===== config.mk =====
export PLATFORM = sky130hd
export DESIGN_NAME = cpio_newc_stream_parser_core_flat
export DESIGN_NICKNAME = d
export VERILOG_FILES = /design/src/rtl/cnsp_pkg.sv /design/src/rtl/cnsp_in_if.sv /design/src/rtl/cnsp_out_if.sv /design/src/rtl/cnsp_step.sv /design/src/rtl/cpio_newc_stream_parser_core.sv /design/src/flat_wrapper.sv
export VERILOG_INCLUDE_DIRS = /design/src /design/src/rtl
export SDC_FILE = /design/constraint.sdc
export NUM_CORES = 1
export LEC_CHECK = 0
export ABC_AREA = 1
export BUFFER_PORTS_ARGS = -buffer_cell sky130_fd_sc_hd__clkbuf_2
export CAP_MARGIN = 20
export CORE_ASPECT_RATIO = 1.2
export CORE_MARGIN = 4
export CORE_UTILIZATION = 41
export DETAILED_ROUTE_END_ITERATION = 10
export GPL_TIMING_DRIVEN = 0
export PLACE_DENSITY = 0.64
export SYNTH_ARGS = -nofsm -noshare
export SYNTH_HDL_FRONTEND = slang
export SYNTH_SLANG_ARGS = --single-unit

===== constraint.sdc =====
create_clock -name clk_i -period 9.6 [get_ports clk_i]
set_clock_uncertainty 0.2 [all_clocks]
set_input_delay 1.92 -clock clk_i [delete_from_list [all_inputs] [get_ports clk_i]]
set_output_delay 1.92 -clock clk_i [all_outputs]
set_load 0.02 [all_outputs]

===== src/rtl/assert_macros.svh =====
// assertion helpers for the parser
`ifndef ASSERT_MACROS_SVH
`define ASSERT_MACROS_SVH

// property that must hold at every clock edge out of reset
`define CNSP_ASSERT(lbl, prop) \
  lbl: assert property (@(posedge clk_i) disable iff (!rst_ni) (prop)) \
    else $error("cnsp assertion failed");

// consequent that must hold in the cycle after the antecedent
`define CNSP_ASSERT_NEXT(lbl, ante, cons) \
  lbl: assert property (@(posedge clk_i) disable iff (!rst_ni) (ante) |=> (cons)) \
    else $error("cnsp assertion failed");

`endif


===== src/rtl/cnsp_pkg.sv =====
`timescale 1ns / 1ps
package cnsp_pkg;

  localparam logic [2:0] PhHeader  = 3'd0;
  localparam logic [2:0] PhName    = 3'd1;
  localparam logic [2:0] PhNamePad = 3'd2;
  localparam logic [2:0] PhData    = 3'd3;
  localparam logic [2:0] PhDataPad = 3'd4;

  localparam logic [2:0] RoleHeader  = 3'd0;
  localparam logic [2:0] RoleName    = 3'd1;
  localparam logic [2:0] RoleNamePad = 3'd2;
  localparam logic [2:0] RoleData    = 3'd3;
  localparam logic [2:0] RoleDataPad = 3'd4;
  localparam logic [2:0] RoleIgnored = 3'd5;

  localparam logic [3:0] StRun        = 4'd0;
  localparam logic [3:0] StTrailer    = 4'd1;
  localparam logic [3:0] StBadMagic   = 4'd2;
  localparam logic [3:0] StBadHex     = 4'd3;
  localparam logic [3:0] StZeroName   = 4'd4;
  localparam logic [3:0] StNamePast   = 4'd5;
  localparam logic [3:0] StNameUnterm = 4'd6;
  localparam logic [3:0] StDataPast   = 4'd7;
  localparam logic [3:0] StEmptyPath  = 4'd8;
  localparam logic [3:0] StNoRoom     = 4'd9;

  localparam logic [1:0] KindOther = 2'd0;
  localparam logic [1:0] KindDir   = 2'd1;
  localparam logic [1:0] KindReg   = 2'd2;

  localparam logic [1:0] PathStrip = 2'd0;
  localparam logic [1:0] PathDot   = 2'd1;
  localparam logic [1:0] PathSlash = 2'd2;
  localparam logic [1:0] PathName  = 2'd3;

  localparam logic [3:0] TrFull  = 4'd10;
  localparam logic [3:0] TrEnded = 4'd11;
  localparam logic [3:0] TrNul   = 4'd12;
  localparam logic [3:0] TrMiss  = 4'd15;

  localparam logic [3:0] FldMode  = 4'd1;
  localparam logic [3:0] FldUid   = 4'd2;
  localparam logic [3:0] FldGid   = 4'd3;
  localparam logic [3:0] FldSize  = 4'd6;
  localparam logic [3:0] FldNameL = 4'd11;

  localparam logic [6:0] HdrLen   = 7'd110;
  localparam logic [6:0] HdrLast  = 7'd109;
  localparam logic [6:0] MagicLen = 7'd6;

  localparam logic [7:0] ChNul   = 8'h00;
  localparam logic [7:0] ChDot   = 8'h2e;
  localparam logic [7:0] ChSlash = 8'h2f;

  typedef struct packed {
    logic [2:0]  phase;
    logic [6:0]  hdr_pos;
    logic [31:0] hex_acc;
    logic [31:0] mode;
    logic [31:0] uid;
    logic [31:0] gid;
    logic [31:0] size;
    logic [31:0] name_len;
    logic [31:0] remaining;
    logic [3:0]  trailer;
    logic [1:0]  path;
    logic [31:0] count;
    logic [3:0]  status;
  } cnsp_state_t;

  typedef struct packed {
    logic [2:0]  role;
    logic [7:0]  value;
    logic        ready;
    logic [1:0]  kind;
    logic [31:0] mode;
    logic [31:0] uid;
    logic [31:0] gid;
    logic [31:0] size;
    logic        last;
    logic [31:0] count;
    logic [3:0]  status;
  } cnsp_res_t;

  function automatic logic [7:0] magic_char(input logic [2:0] idx);
    logic [7:0] c;
    case (idx)
      3'd0:    c = 8'h30;
      3'd1:    c = 8'h37;
      3'd2:    c = 8'h30;
      3'd3:    c = 8'h37;
      3'd4:    c = 8'h30;
      3'd5:    c = 8'h31;
      default: c = 8'h00;
    endcase
    return c;
  endfunction

  function automatic logic [7:0] trailer_char(input logic [3:0] idx);
    logic [7:0] c;
    case (idx)
      4'd0:    c = 8'h54;
      4'd1:    c = 8'h52;
      4'd2:    c = 8'h41;
      4'd3:    c = 8'h49;
      4'd4:    c = 8'h4c;
      4'd5:    c = 8'h45;
      4'd6:    c = 8'h52;
      4'd7:    c = 8'h21;
      4'd8:    c = 8'h21;
      4'd9:    c = 8'h21;
      default: c = 8'h00;
    endcase
    return c;
  endfunction

  // bit 4 set means not a hex digit
  function automatic logic [4:0] nibble_of(input logic [7:0] b);
    logic [4:0] n;
    case (b) inside
      [8'h30:8'h39]: n = 5'(b - 8'h30);
      [8'h61:8'h66]: n = 5'(b - 8'h57);
      [8'h41:8'h46]: n = 5'(b - 8'h37);
      default:       n = 5'h10;
    endcase
    return n;
  endfunction

  function automatic logic [1:0] kind_of(input logic [31:0] mode);
    logic [1:0] k;
    case (mode[15:12])
      4'o04:   k = KindDir;
      4'o10:   k = KindReg;
      default: k = KindOther;
    endcase
    return k;
  endfunction

endpackage


===== src/rtl/cnsp_in_if.sv =====
`timescale 1ns / 1ps
interface cnsp_in_if;
  logic       valid;
  logic       ready;
  logic [7:0] data_byte;

  modport source (output valid, output data_byte, input ready);
  modport sink (input valid, input data_byte, output ready);
endinterface


===== src/rtl/cnsp_out_if.sv =====
`timescale 1ns / 1ps
interface cnsp_out_if;
  logic        valid;
  logic        ready;
  logic [2:0]  byte_role;
  logic [7:0]  byte_value;
  logic        entry_ready;
  logic [1:0]  entry_kind;
  logic [31:0] entry_mode;
  logic [31:0] entry_uid;
  logic [31:0] entry_gid;
  logic [31:0] entry_file_size;
  logic        last_data;
  logic [31:0] entries_counted;
  logic [3:0]  status;

  modport source (
    output valid, output byte_role, output byte_value, output entry_ready,
    output entry_kind, output entry_mode, output entry_uid, output entry_gid,
    output entry_file_size, output last_data, output entries_counted,
    output status, input ready
  );
  modport sink (
    input valid, input byte_role, input byte_value, input entry_ready,
    input entry_kind, input entry_mode, input entry_uid, input entry_gid,
    input entry_file_size, input last_data, input entries_counted,
    input status, output ready
  );
endinterface


===== src/rtl/cnsp_step.sv =====
`timescale 1ns / 1ps
module cnsp_step import cnsp_pkg::*; #(
  parameter int OFFSET_BITS = 32
) (
  input  cnsp_state_t            st_i,
  input  logic [OFFSET_BITS-1:0] offset_i,
  input  logic [7:0]             byte_i,
  input  logic [31:0]            archive_size_i,
  output cnsp_state_t            st_o,
  output logic [OFFSET_BITS-1:0] offset_o,
  output cnsp_res_t              res_o
);

  localparam int SumW = ((OFFSET_BITS > 32) ? OFFSET_BITS : 32) + 2;

  logic [SumW-1:0] off_w, end_w, al_w, arch_w;
  logic            room_off_bad, room_end_bad, name_past, data_past;
  logic [1:0]      pad;
  logic [3:0]      fld;
  logic [2:0]      dig;
  logic [6:0]      rel;
  logic [4:0]      nib;

  assign off_w        = SumW'(offset_i);
  assign end_w        = off_w + SumW'(1);
  assign al_w         = (end_w + SumW'(3)) & ~SumW'(3);
  assign arch_w       = SumW'(archive_size_i);
  assign room_off_bad = (off_w + SumW'(HdrLen)) > arch_w;
  assign room_end_bad = (end_w + SumW'(HdrLen)) > arch_w;
  assign name_past    = (end_w + SumW'(st_i.name_len)) > arch_w;
  assign data_past    = (al_w > arch_w) || ((al_w + SumW'(st_i.size)) > arch_w);
  assign pad          = 2'd0 - end_w[1:0];
  assign rel          = st_i.hdr_pos - MagicLen;
  assign fld          = rel[6:3];
  assign dig          = rel[2:0];
  assign nib          = nibble_of(byte_i);

  always_comb begin
    cnsp_state_t nx;
    logic [2:0]  role;
    logic        ready;
    logic        last;
    logic        finish;
    logic        data_pad;
    logic        entry_end;
    logic        hex_fld;
    logic [31:0] acc;
    logic [3:0]  tm;
    logic [1:0]  ps;

    nx        = st_i;
    role      = RoleIgnored;
    ready     = 1'b0;
    last      = 1'b0;
    finish    = 1'b0;
    data_pad  = 1'b0;
    entry_end = 1'b0;
    hex_fld   = 1'b0;
    acc       = st_i.hex_acc;
    tm        = st_i.trailer;
    ps        = st_i.path;
    offset_o  = offset_i;

    if (st_i.status == StRun) begin
      offset_o = end_w[OFFSET_BITS-1:0];
      case (st_i.phase)
        PhHeader: begin
          if (st_i.hdr_pos == '0 && room_off_bad) begin
            nx.status = StNoRoom;
          end else begin
            role = RoleHeader;
            if (st_i.hdr_pos < MagicLen) begin
              if (byte_i != magic_char(st_i.hdr_pos[2:0])) nx.status = StBadMagic;
            end else begin
              case (fld)
                FldMode, FldUid, FldGid, FldSize, FldNameL: hex_fld = 1'b1;
                default: hex_fld = 1'b0;
              endcase
              if (hex_fld) begin
                if (nib[4]) begin
                  nx.status = StBadHex;
                end else begin
                  acc = (dig == 3'd0) ? {28'd0, nib[3:0]} : {st_i.hex_acc[27:0], nib[3:0]};
                  nx.hex_acc = acc;
                  if (dig == 3'd7) begin
                    case (fld)
                      FldMode:  nx.mode = acc;
                      FldUid:   nx.uid = acc;
                      FldGid:   nx.gid = acc;
                      FldSize:  nx.size = acc;
                      default:  nx.name_len = acc;
                    endcase
                  end
                end
              end
            end
            if (nx.status == StRun) begin
              if (st_i.hdr_pos >= HdrLast) begin
                if (st_i.name_len == '0) begin
                  nx.status = StZeroName;
                end else if (name_past) begin
                  nx.status = StNamePast;
                end else begin
                  nx.phase     = PhName;
                  nx.remaining = st_i.name_len;
                  nx.trailer   = '0;
                  nx.path      = PathStrip;
                  nx.hdr_pos   = '0;
                end
              end else begin
                nx.hdr_pos = st_i.hdr_pos + 7'd1;
              end
            end
          end
        end
        PhName: begin
          role = RoleName;
          if (!(st_i.trailer == TrEnded || st_i.trailer == TrNul)) begin
            case (st_i.path)
              PathStrip: ps = (byte_i == ChDot) ? PathDot : (byte_i == ChSlash) ? PathSlash :
                              (byte_i == ChNul) ? PathStrip : PathName;
              PathDot:   ps = (byte_i == ChSlash) ? PathStrip : PathName;
              PathSlash: ps = (byte_i == ChSlash || byte_i == ChNul) ? PathSlash : PathName;
              default:   ps = st_i.path;
            endcase
            if (st_i.trailer < TrFull) begin
              tm = (byte_i == trailer_char(st_i.trailer)) ? st_i.trailer + 4'd1 :
                   (byte_i == ChNul) ? TrNul : TrMiss;
            end else if (st_i.trailer == TrFull) begin
              tm = (byte_i == ChNul) ? TrEnded : TrMiss;
            end else begin
              tm = (byte_i == ChNul) ? TrNul : TrMiss;
            end
            nx.path    = ps;
            nx.trailer = tm;
          end
          if (st_i.remaining > 32'd1) begin
            nx.remaining = st_i.remaining - 32'd1;
          end else begin
            nx.remaining = '0;
            if (byte_i != ChNul) nx.status = StNameUnterm;
            else if (data_past) nx.status = StDataPast;
            else if (tm == TrEnded) nx.status = StTrailer;
            else if (ps == PathStrip || ps == PathSlash) nx.status = StEmptyPath;
            else if (pad != 2'd0) begin
              nx.phase     = PhNamePad;
              nx.remaining = {30'd0, pad};
            end else begin
              finish = 1'b1;
            end
          end
        end
        PhNamePad: begin
          role = RoleNamePad;
          if (st_i.remaining > 32'd1) nx.remaining = st_i.remaining - 32'd1;
          else begin
            nx.remaining = '0;
            finish       = 1'b1;
          end
        end
        PhData: begin
          role = RoleData;
          if (st_i.remaining > 32'd1) nx.remaining = st_i.remaining - 32'd1;
          else begin
            nx.remaining = '0;
            last         = 1'b1;
            data_pad     = 1'b1;
          end
        end
        PhDataPad: begin
          role = RoleDataPad;
          if (st_i.remaining > 32'd1) nx.remaining = st_i.remaining - 32'd1;
          else begin
            nx.remaining = '0;
            entry_end    = 1'b1;
          end
        end
        default: begin
          nx.phase   = PhHeader;
          nx.hdr_pos = '0;
        end
      endcase

      if (finish) begin
        ready = 1'b1;
        if (kind_of(st_i.mode) != KindOther) nx.count = st_i.count + 32'd1;
        if (st_i.size != '0) begin
          nx.phase     = PhData;
          nx.remaining = st_i.size;
        end else begin
          data_pad = 1'b1;
        end
      end
      if (data_pad) begin
        if (pad != 2'd0) begin
          nx.phase     = PhDataPad;
          nx.remaining = {30'd0, pad};
        end else begin
          entry_end = 1'b1;
        end
      end
      if (entry_end) begin
        nx.phase   = PhHeader;
        nx.hdr_pos = '0;
        if (room_end_bad) nx.status = StNoRoom;
      end
    end

    st_o         = nx;
    res_o.role   = role;
    res_o.value  = byte_i;
    res_o.ready  = ready;
    res_o.kind   = kind_of(nx.mode);
    res_o.mode   = nx.mode;
    res_o.uid    = nx.uid;
    res_o.gid    = nx.gid;
    res_o.size   = nx.size;
    res_o.last   = last;
    res_o.count  = nx.count;
    res_o.status = nx.status;
  end

endmodule


===== src/rtl/cpio_newc_stream_parser_core.sv =====
`timescale 1ns / 1ps
// channel   dir  payload                                         handshake
// in_i      in   data_byte                                       valid/ready
// out_o     out  byte_role .. status (one result per byte)       valid/ready
// cfg       in   cfg_wdata_i = archive_size                      cfg_we_i
//
// one byte per cycle sustained while the output is not stalled
// the input register and the result register each hold one byte, the parse step
// between them is a single pass of combinational logic
// reset clears the parser state, the offset, archive_size and both valid flags
// a stalled output holds its result and the input side fills one byte then waits
`include "assert_macros.svh"
module cpio_newc_stream_parser_core import cnsp_pkg::*; #(
  parameter int OFFSET_BITS = 32
) (
  input  logic              clk_i,
  input  logic              rst_ni,
  input  logic              cfg_we_i,
  input  logic [31:0]       cfg_wdata_i,
  cnsp_in_if.sink           in_i,
  cnsp_out_if.source        out_o
);

  logic [31:0]            arch_q;
  logic                   s1_valid_q;
  logic [7:0]             s1_byte_q;
  logic                   out_valid_q;
  cnsp_res_t              out_res_q;
  cnsp_res_t              res_d;
  cnsp_state_t            st_q, st_d;
  logic [OFFSET_BITS-1:0] offset_q, offset_d;
  logic                   advance;

  assign advance    = s1_valid_q && (!out_valid_q || out_o.ready);
  assign in_i.ready = !s1_valid_q || advance;

  cnsp_step #(
    .OFFSET_BITS(OFFSET_BITS)
  ) u_step (
    .st_i          (st_q),
    .offset_i      (offset_q),
    .byte_i        (s1_byte_q),
    .archive_size_i(arch_q),
    .st_o          (st_d),
    .offset_o      (offset_d),
    .res_o         (res_d)
  );

  always_ff @(posedge clk_i or negedge rst_ni) begin
    if (!rst_ni) begin
      arch_q      <= '0;
      s1_valid_q  <= 1'b0;
      out_valid_q <= 1'b0;
      st_q        <= '0;
      offset_q    <= '0;
    end else begin
      if (cfg_we_i) arch_q <= cfg_wdata_i;
      if (in_i.valid && in_i.ready) s1_valid_q <= 1'b1;
      else if (advance) s1_valid_q <= 1'b0;
      if (advance) begin
        out_valid_q <= 1'b1;
        st_q        <= st_d;
        offset_q    <= offset_d;
      end else if (out_o.ready) begin
        out_valid_q <= 1'b0;
      end
    end
  end

  always_ff @(posedge clk_i) begin
    if (in_i.valid && in_i.ready) s1_byte_q <= in_i.data_byte;
    if (advance) out_res_q <= res_d;
  end

  assign out_o.valid           = out_valid_q;
  assign out_o.byte_role       = out_res_q.role;
  assign out_o.byte_value      = out_res_q.value;
  assign out_o.entry_ready     = out_res_q.ready;
  assign out_o.entry_kind      = out_res_q.kind;
  assign out_o.entry_mode      = out_res_q.mode;
  assign out_o.entry_uid       = out_res_q.uid;
  assign out_o.entry_gid       = out_res_q.gid;
  assign out_o.entry_file_size = out_res_q.size;
  assign out_o.last_data       = out_res_q.last;
  assign out_o.entries_counted = out_res_q.count;
  assign out_o.status          = out_res_q.status;

  `CNSP_ASSERT_NEXT(a_status_sticky, st_q.status != StRun, st_q.status == $past(st_q.status))
  `CNSP_ASSERT_NEXT(a_offset_frozen, st_q.status != StRun, $stable(offset_q))
  `CNSP_ASSERT(a_ready_on_name, !(out_valid_q && out_res_q.ready) || out_res_q.role == RoleName || out_res_q.role == RoleNamePad)
  `CNSP_ASSERT(a_last_on_data, !(out_valid_q && out_res_q.last) || out_res_q.role == RoleData)

endmodule


===== src/flat_wrapper.sv =====
// flat-port wrapper written by rule: the top's interface ports become plain ports
module cpio_newc_stream_parser_core_flat import cnsp_pkg::*;
#(
  parameter int OFFSET_BITS = 32
)
  (clk_i, rst_ni, cfg_we_i, cfg_wdata_i, in_i_valid, in_i_data_byte, in_i_ready, out_o_valid, out_o_byte_role, out_o_byte_value, out_o_entry_ready, out_o_entry_kind, out_o_entry_mode, out_o_entry_uid, out_o_entry_gid, out_o_entry_file_size, out_o_last_data, out_o_entries_counted, out_o_status, out_o_ready);
  cnsp_in_if in_i_i ();
  cnsp_out_if out_o_i ();
  input  logic clk_i;
  input  logic rst_ni;
  input  logic cfg_we_i;
  input  logic [31:0] cfg_wdata_i;
  input wire logic [$bits(in_i_i.valid)-1:0] in_i_valid;
  input wire logic [$bits(in_i_i.data_byte)-1:0] in_i_data_byte;
  output wire logic [$bits(in_i_i.ready)-1:0] in_i_ready;
  output wire logic [$bits(out_o_i.valid)-1:0] out_o_valid;
  output wire logic [$bits(out_o_i.byte_role)-1:0] out_o_byte_role;
  output wire logic [$bits(out_o_i.byte_value)-1:0] out_o_byte_value;
  output wire logic [$bits(out_o_i.entry_ready)-1:0] out_o_entry_ready;
  output wire logic [$bits(out_o_i.entry_kind)-1:0] out_o_entry_kind;
  output wire logic [$bits(out_o_i.entry_mode)-1:0] out_o_entry_mode;
  output wire logic [$bits(out_o_i.entry_uid)-1:0] out_o_entry_uid;
  output wire logic [$bits(out_o_i.entry_gid)-1:0] out_o_entry_gid;
  output wire logic [$bits(out_o_i.entry_file_size)-1:0] out_o_entry_file_size;
  output wire logic [$bits(out_o_i.last_data)-1:0] out_o_last_data;
  output wire logic [$bits(out_o_i.entries_counted)-1:0] out_o_entries_counted;
  output wire logic [$bits(out_o_i.status)-1:0] out_o_status;
  input wire logic [$bits(out_o_i.ready)-1:0] out_o_ready;
  assign in_i_i.valid = in_i_valid;
  assign in_i_i.data_byte = in_i_data_byte;
  assign in_i_ready = in_i_i.ready;
  assign out_o_valid = out_o_i.valid;
  assign out_o_byte_role = out_o_i.byte_role;
  assign out_o_byte_value = out_o_i.byte_value;
  assign out_o_entry_ready = out_o_i.entry_ready;
  assign out_o_entry_kind = out_o_i.entry_kind;
  assign out_o_entry_mode = out_o_i.entry_mode;
  assign out_o_entry_uid = out_o_i.entry_uid;
  assign out_o_entry_gid = out_o_i.entry_gid;
  assign out_o_entry_file_size = out_o_i.entry_file_size;
  assign out_o_last_data = out_o_i.last_data;
  assign out_o_entries_counted = out_o_i.entries_counted;
  assign out_o_status = out_o_i.status;
  assign out_o_i.ready = out_o_ready;
  cpio_newc_stream_parser_core #(.OFFSET_BITS(OFFSET_BITS)) u_core (.clk_i(clk_i), .rst_ni(rst_ni), .cfg_we_i(cfg_we_i), .cfg_wdata_i(cfg_wdata_i), .in_i(in_i_i), .out_o(out_o_i));
endmodule

==> run_results.csv <==
group,metric,value,unit
status,outcome,"completed",
yosys,synth_seq_cells,525,
final_layout,num_antenna_cells,0,
pwr,power_switching_share,0.304,
timing,final-max-slew-violation-count,0,
routing,route.detailed.vias_per_inst,5.34,
yosys,synth-warning-count,0,
placed_design,number_of_input_and_output_port_buffers_inserted,224,
clock_network,cts_buffer_depth,3,
pwr,power_internal,4.15,mW
setup_path,timing.critical_path.arrival,9530,ps
yosys,postSynthCellCount,4437,
timing,transition_at_the_pin_with_the_smallest_max_transition_slack,1170,ps
timing,slew_headroom,0.217,
routing,drc,0,
floorplan,initial_cell_density_of_the_core,0.415,
setup_path,timing_worst_setup_path_type,"flip-flop to flip-flop",
routing,ant_nets,0,
yosys,synth_edf_count,187,
floorplan,die_w,272,um
global_routing,global_route.usage.total,0.275,
floorplan,fp.dieArea,88200,um^2
timing,worst_hold_slack,282,ps
global_routing,first_global_vias,30862,
setup_path,timing.critical_path.required,9960,ps
setup_path,cp-start-kind,"flip-flop",
pwr,cellLeakagePower,19.0,nW
clock_network,numCtsBuffers,56,
global_routing,first_pass_grt_wire_length,186,mm
routing,first_iter_violations,2677,
pwr,p_per_area,153,nW/um^2
final_layout,layout.filler_cells,8246,
final_layout,layout_cell_share_with_drive_strength_beyond_1,0.0917,
yosys,netlist_area,34200,um^2
yosys,synth.avg_cell_area,7.72,um^2
placed_design,dpl.hpwl,96.6,mm
setup_path,regToRegSetupSlack,430,ps
clock_network,cts_root_buf,"sky130_fd_sc_hd__clkbuf_16",
pwr,power_switching,1.81,mW
timing,rsz0062_at_grt,"false",
global_routing,grt.overflow.total,0,
timing,setup-violations-final,0,
setup_path,max_stage_delay,570,ps
yosys,number_of_distinct_library_cell_variants_in_the_gate_level_netlist_after_synthesis,58,
floorplan,floorplan.io_pins,226,
timing,finalHoldViolCount,0,
yosys,asyncSetResetFlopFracSynth,0.644,
final_layout,finish.utilization,0.473,
pwr,ir_worst_vdd,0.156,mV
placed_design,placed_cells_incl_taps,5781,
clock_network,cts.htree.levels,2,
floorplan,coreArea,82400,um^2
global_routing,number_of_antenna_violations_at_the_first_check_in_global_routing,0,
setup_path,cpMaxStageDelayCell,"sky130_fd_sc_hd__a21boi_1",
routing,detailedRoute.firstPassIterationCount,6,
pwr,comb_power_share,0.162,
clock_network,cts.reportedPaths.clkPinSlew,70,ps
routing,vias,31473,
flow_run,max_cap_viol_count,0,
timing,top_achievable_clock_speed,0.109,GHz
setup_path,crit_top_cell,"sky130_fd_sc_hd__nand2_1",
global_routing,grt_max_degree,100,
min_path,hp-class,"flip-flop to flip-flop",
floorplan,std_cell_rows,115,
setup_path,timing.critical_path.fanout_max,10,
pwr,power_frac_seq,0.448,
floorplan,die_h,325,um
pwr,pwr-share-clk,0.390,
yosys,yosys_most_used_dff,"sky130_fd_sc_hd__dfrtp_1",
timing,timing.final.crit_share,0.955,
timing,timing.final.crit_period,9170,ps
clock_network,cts_tree,"yes",
yosys,synth_seq_area_share,0.411,
placed_design,routability_driven_placement_congestion_ratio,0.999,
routing,post_drt_wl_per_cell,21.0,um
clock_network,cts_num_sinks,525,
routing,routed_wl,124,mm
yosys,synth_fp_nets,4733,
final_layout,final_cells,5890,
setup_path,setup.worst_path.end_class,"flip-flop",
clock_network,clock_insertion_delay_worst_skew,650,ps
final_layout,syn_to_final_growth,13.9,%
final_layout,final_nets,5027,
==> metal layers <==
layer,vias to the layer above,global-route usage,wire length (um)
li1,15236,-,-
met1,14830,0.342,49500
met2,1116,0.464,58900
met3,291,0.0354,7480
met4,0,0.151,8040
met5,-,0,0
==> metrics by stage <==
| stage | power (mW) | setup slack [ps] | setup TNS, ps | area, um^2 |
|---|---|---|---|---|
| after CTS | 6.00 | 131 | 0 | 38900 |
| after global routing | 6.19 | 68.2 | 0 | 39000 |
| after detailed placement | 3.67 | -634 | -32440 | 37000 |
| after floorplan | 3.25 | 1280 | 0 | 34200 |
| final | 5.95 | 434 | 0 | 39000 |
| after global placement | 3.68 | -2010 | -1014190 | 36700 |
==> layout make-up <==
class	instances	area, um^2	area share
Clock inverter	31	343	0.00879
Sequential cell	525	14100	0.361
Inverter	509	1910	0.0490
Buffer	123	509	0.0131
Multi-Input combinational cell	3280	17800	0.456
Clock buffer	75	1630	0.0418
Tap cell	1111	1390	0.0357
Timing Repair Buffer	236	1350	0.0347
==> critical path, delay by kind of cell, from the launching register on <==
kind                       cells  cell delay, ps
AOI/OAI and AO/OA             11            2990
and+or+nand+nor               18            2950
buffers and inverters          8            1210
adders and majority gates      4            1040
DFF                            1             400
xor gates and xnor gates       2             300
==> cells in the mapped netlist (6+ instances only) <==
| cell | instances | area share |
|---|---|---|
| sky130_fd_sc_hd__nand2_2 | 21 | 0.0038 |
| sky130_fd_sc_hd__xor2_1 | 151 | 0.039 |
| sky130_fd_sc_hd__nand3b_1 | 7 | 0.0015 |
| sky130_fd_sc_hd__nor2_2 | 16 | 0.0029 |
| sky130_fd_sc_hd__nand3_1 | 194 | 0.028 |
| sky130_fd_sc_hd__clkbuf_1 | 87 | 0.0095 |
| sky130_fd_sc_hd__a21oi_1 | 189 | 0.028 |
| sky130_fd_sc_hd__o211ai_1 | 9 | 0.0020 |
| sky130_fd_sc_hd__o21ai_1 | 43 | 0.0063 |
| sky130_fd_sc_hd__a211oi_1 | 7 | 0.0015 |
| sky130_fd_sc_hd__inv_2 | 10 | 0.0011 |
| sky130_fd_sc_hd__and2_1 | 11 | 0.0020 |
| sky130_fd_sc_hd__nor2_1 | 322 | 0.035 |
| sky130_fd_sc_hd__o21a_1 | 79 | 0.017 |
| sky130_fd_sc_hd__o21ai_0 | 382 | 0.056 |
| sky130_fd_sc_hd__nor3_1 | 53 | 0.0077 |
| sky130_fd_sc_hd__xnor2_1 | 21 | 0.0054 |
| sky130_fd_sc_hd__nor4_1 | 46 | 0.0084 |
| sky130_fd_sc_hd__edfxtp_1 | 187 | 0.16 |
| sky130_fd_sc_hd__inv_1 | 499 | 0.055 |
| sky130_fd_sc_hd__dfrtp_1 | 338 | 0.25 |
| sky130_fd_sc_hd__buf_2 | 25 | 0.0037 |
| sky130_fd_sc_hd__nand2_1 | 1323 | 0.15 |
| sky130_fd_sc_hd__buf_1 | 9 | 0.00099 |
| sky130_fd_sc_hd__nor2_4 | 11 | 0.0036 |
| sky130_fd_sc_hd__a21boi_0 | 6 | 0.0013 |
| sky130_fd_sc_hd__ha_1 | 249 | 0.091 |
| sky130_fd_sc_hd__nand4_1 | 68 | 0.012 |
| sky130_fd_sc_hd__a31oi_1 | 9 | 0.0016 |
==> placed cells by master, fill, tap and decap left out, types with 6 or more instances in the layout <==
cell                         netlist  final
sky130_fd_sc_hd__nor3_1           53     52
sky130_fd_sc_hd__ha_1            249    249
sky130_fd_sc_hd__clkbuf_1         87     94
sky130_fd_sc_hd__edfxtp_1        187    187
sky130_fd_sc_hd__o21ai_1          43     43
sky130_fd_sc_hd__xnor2_1          21     21
sky130_fd_sc_hd__nor2_2           16     16
sky130_fd_sc_hd__nand3b_1          7      7
sky130_fd_sc_hd__buf_1             9      9
sky130_fd_sc_hd__clkinv_2          0      6
sky130_fd_sc_hd__inv_1           499    499
sky130_fd_sc_hd__nor2_4           11     12
sky130_fd_sc_hd__nand2_2          21     21
sky130_fd_sc_hd__dfrtp_1         338    338
sky130_fd_sc_hd__clkbuf_2          0    224
sky130_fd_sc_hd__buf_16            0      6
sky130_fd_sc_hd__inv_2            10     10
sky130_fd_sc_hd__clkbuf_8          0      6
sky130_fd_sc_hd__xor2_1          151    151
sky130_fd_sc_hd__clkinvlp_4        0      6
sky130_fd_sc_hd__nor2_1          322    321
sky130_fd_sc_hd__o211ai_1          9      9
sky130_fd_sc_hd__o21ai_0         382    382
sky130_fd_sc_hd__clkbuf_16         0     61
sky130_fd_sc_hd__nor4_1           46     44
sky130_fd_sc_hd__a31oi_1           9      9
sky130_fd_sc_hd__clkinv_1          0      9
sky130_fd_sc_hd__a21oi_1         189    189
sky130_fd_sc_hd__a211oi_1          7      7
sky130_fd_sc_hd__buf_2            25     26
sky130_fd_sc_hd__nand3_1         194    194
sky130_fd_sc_hd__and2_1           11     11
sky130_fd_sc_hd__o21a_1           79     79
sky130_fd_sc_hd__nand2_1        1323   1323
sky130_fd_sc_hd__nand4_1          68     68
==> sequential cells by signal, summed over array words and instances, names as in the netlist <==
signal / count
u_core.st_q: 272
u_core.arch_q: 32
u_core.offset_q: 32
u_core.out_o.entries_counted: 32
u_core.out_o.entry_file_size: 32
u_core.out_o.entry_gid: 32
u_core.out_o.entry_mode: 32
u_core.out_o.entry_uid: 32
u_core.out_o.byte_value: 8
u_core.s1_byte_q: 8
u_core.out_o.status: 4
u_core.out_o.byte_role: 3
u_core.out_o.entry_kind: 2
u_core.out_o.entry_ready: 1
u_core.out_o.last_data: 1
u_core.out_o.valid: 1
u_core.s1_valid_q: 1
==> logic make-up (layout without fill, tap and decap cells) <==
group | after synthesis | count (layout) | synth area share
AND/OR/NAND/NOR | 2092 | 2092 | 0.257
XOR/XNOR | 177 | 177 | 0.0464
AO/OA/AOI/OAI | 759 | 759 | 0.122
buffers and inverters | 632 | 974 | 0.0705
flip-flops | 525 | 525 | 0.411
multiplexers | 1 | 1 | 0.000329
adder cells (fa/ha/maj) | 251 | 251 | 0.0922
==> power by group through the flow <==
| stage | Clock, mW | Combinational [mW] | Sequential [mW] |
|---|---|---|---|
| 3_5_place_dp | 0 | 0.969 | 2.71 |
| 4_1_cts | 2.36 | 0.975 | 2.67 |
| 2_1_floorplan | 0 | 0.410 | 2.84 |
| 5_1_grt | 2.45 | 1.06 | 2.69 |
| 3_3_place_gp | 0 | 0.934 | 2.74 |
| 6_report | 2.32 | 0.967 | 2.67 |
==> path summary, 6_finish.rpt <==
kind | startpoint | endpoint | cells past startpoint
worst min-delay path | u_core.st_q[220]$_DFFE_PN0P_ | u_core.st_q[220]$_DFFE_PN0P_ | 2
max in group asynchronous | rst_ni | u_core.st_q[219]$_DFFE_PN0P_ | 5
worst min register to register | u_core.st_q[220]$_DFFE_PN0P_ | u_core.st_q[220]$_DFFE_PN0P_ | 2
worst max register to register | u_core.offset_q[1]$_DFFE_PN0P_ | u_core.st_q[71]$_DFFE_PN0P_ | 43
min in group asynchronous | rst_ni | u_core.arch_q[0]$_DFFE_PN0P_ | 1
worst max-delay path | u_core.offset_q[1]$_DFFE_PN0P_ | u_core.st_q[71]$_DFFE_PN0P_ | 43
==> what timing repair did <==
action	4_1_cts	5_1_grt
hold buffers	0	0
setup endpoints to repair	110	70
buffers inserted	0	3
gates resized for setup	4	2
pin swaps	0	1
Note: power is estimated with default switching activity, not from simulation.
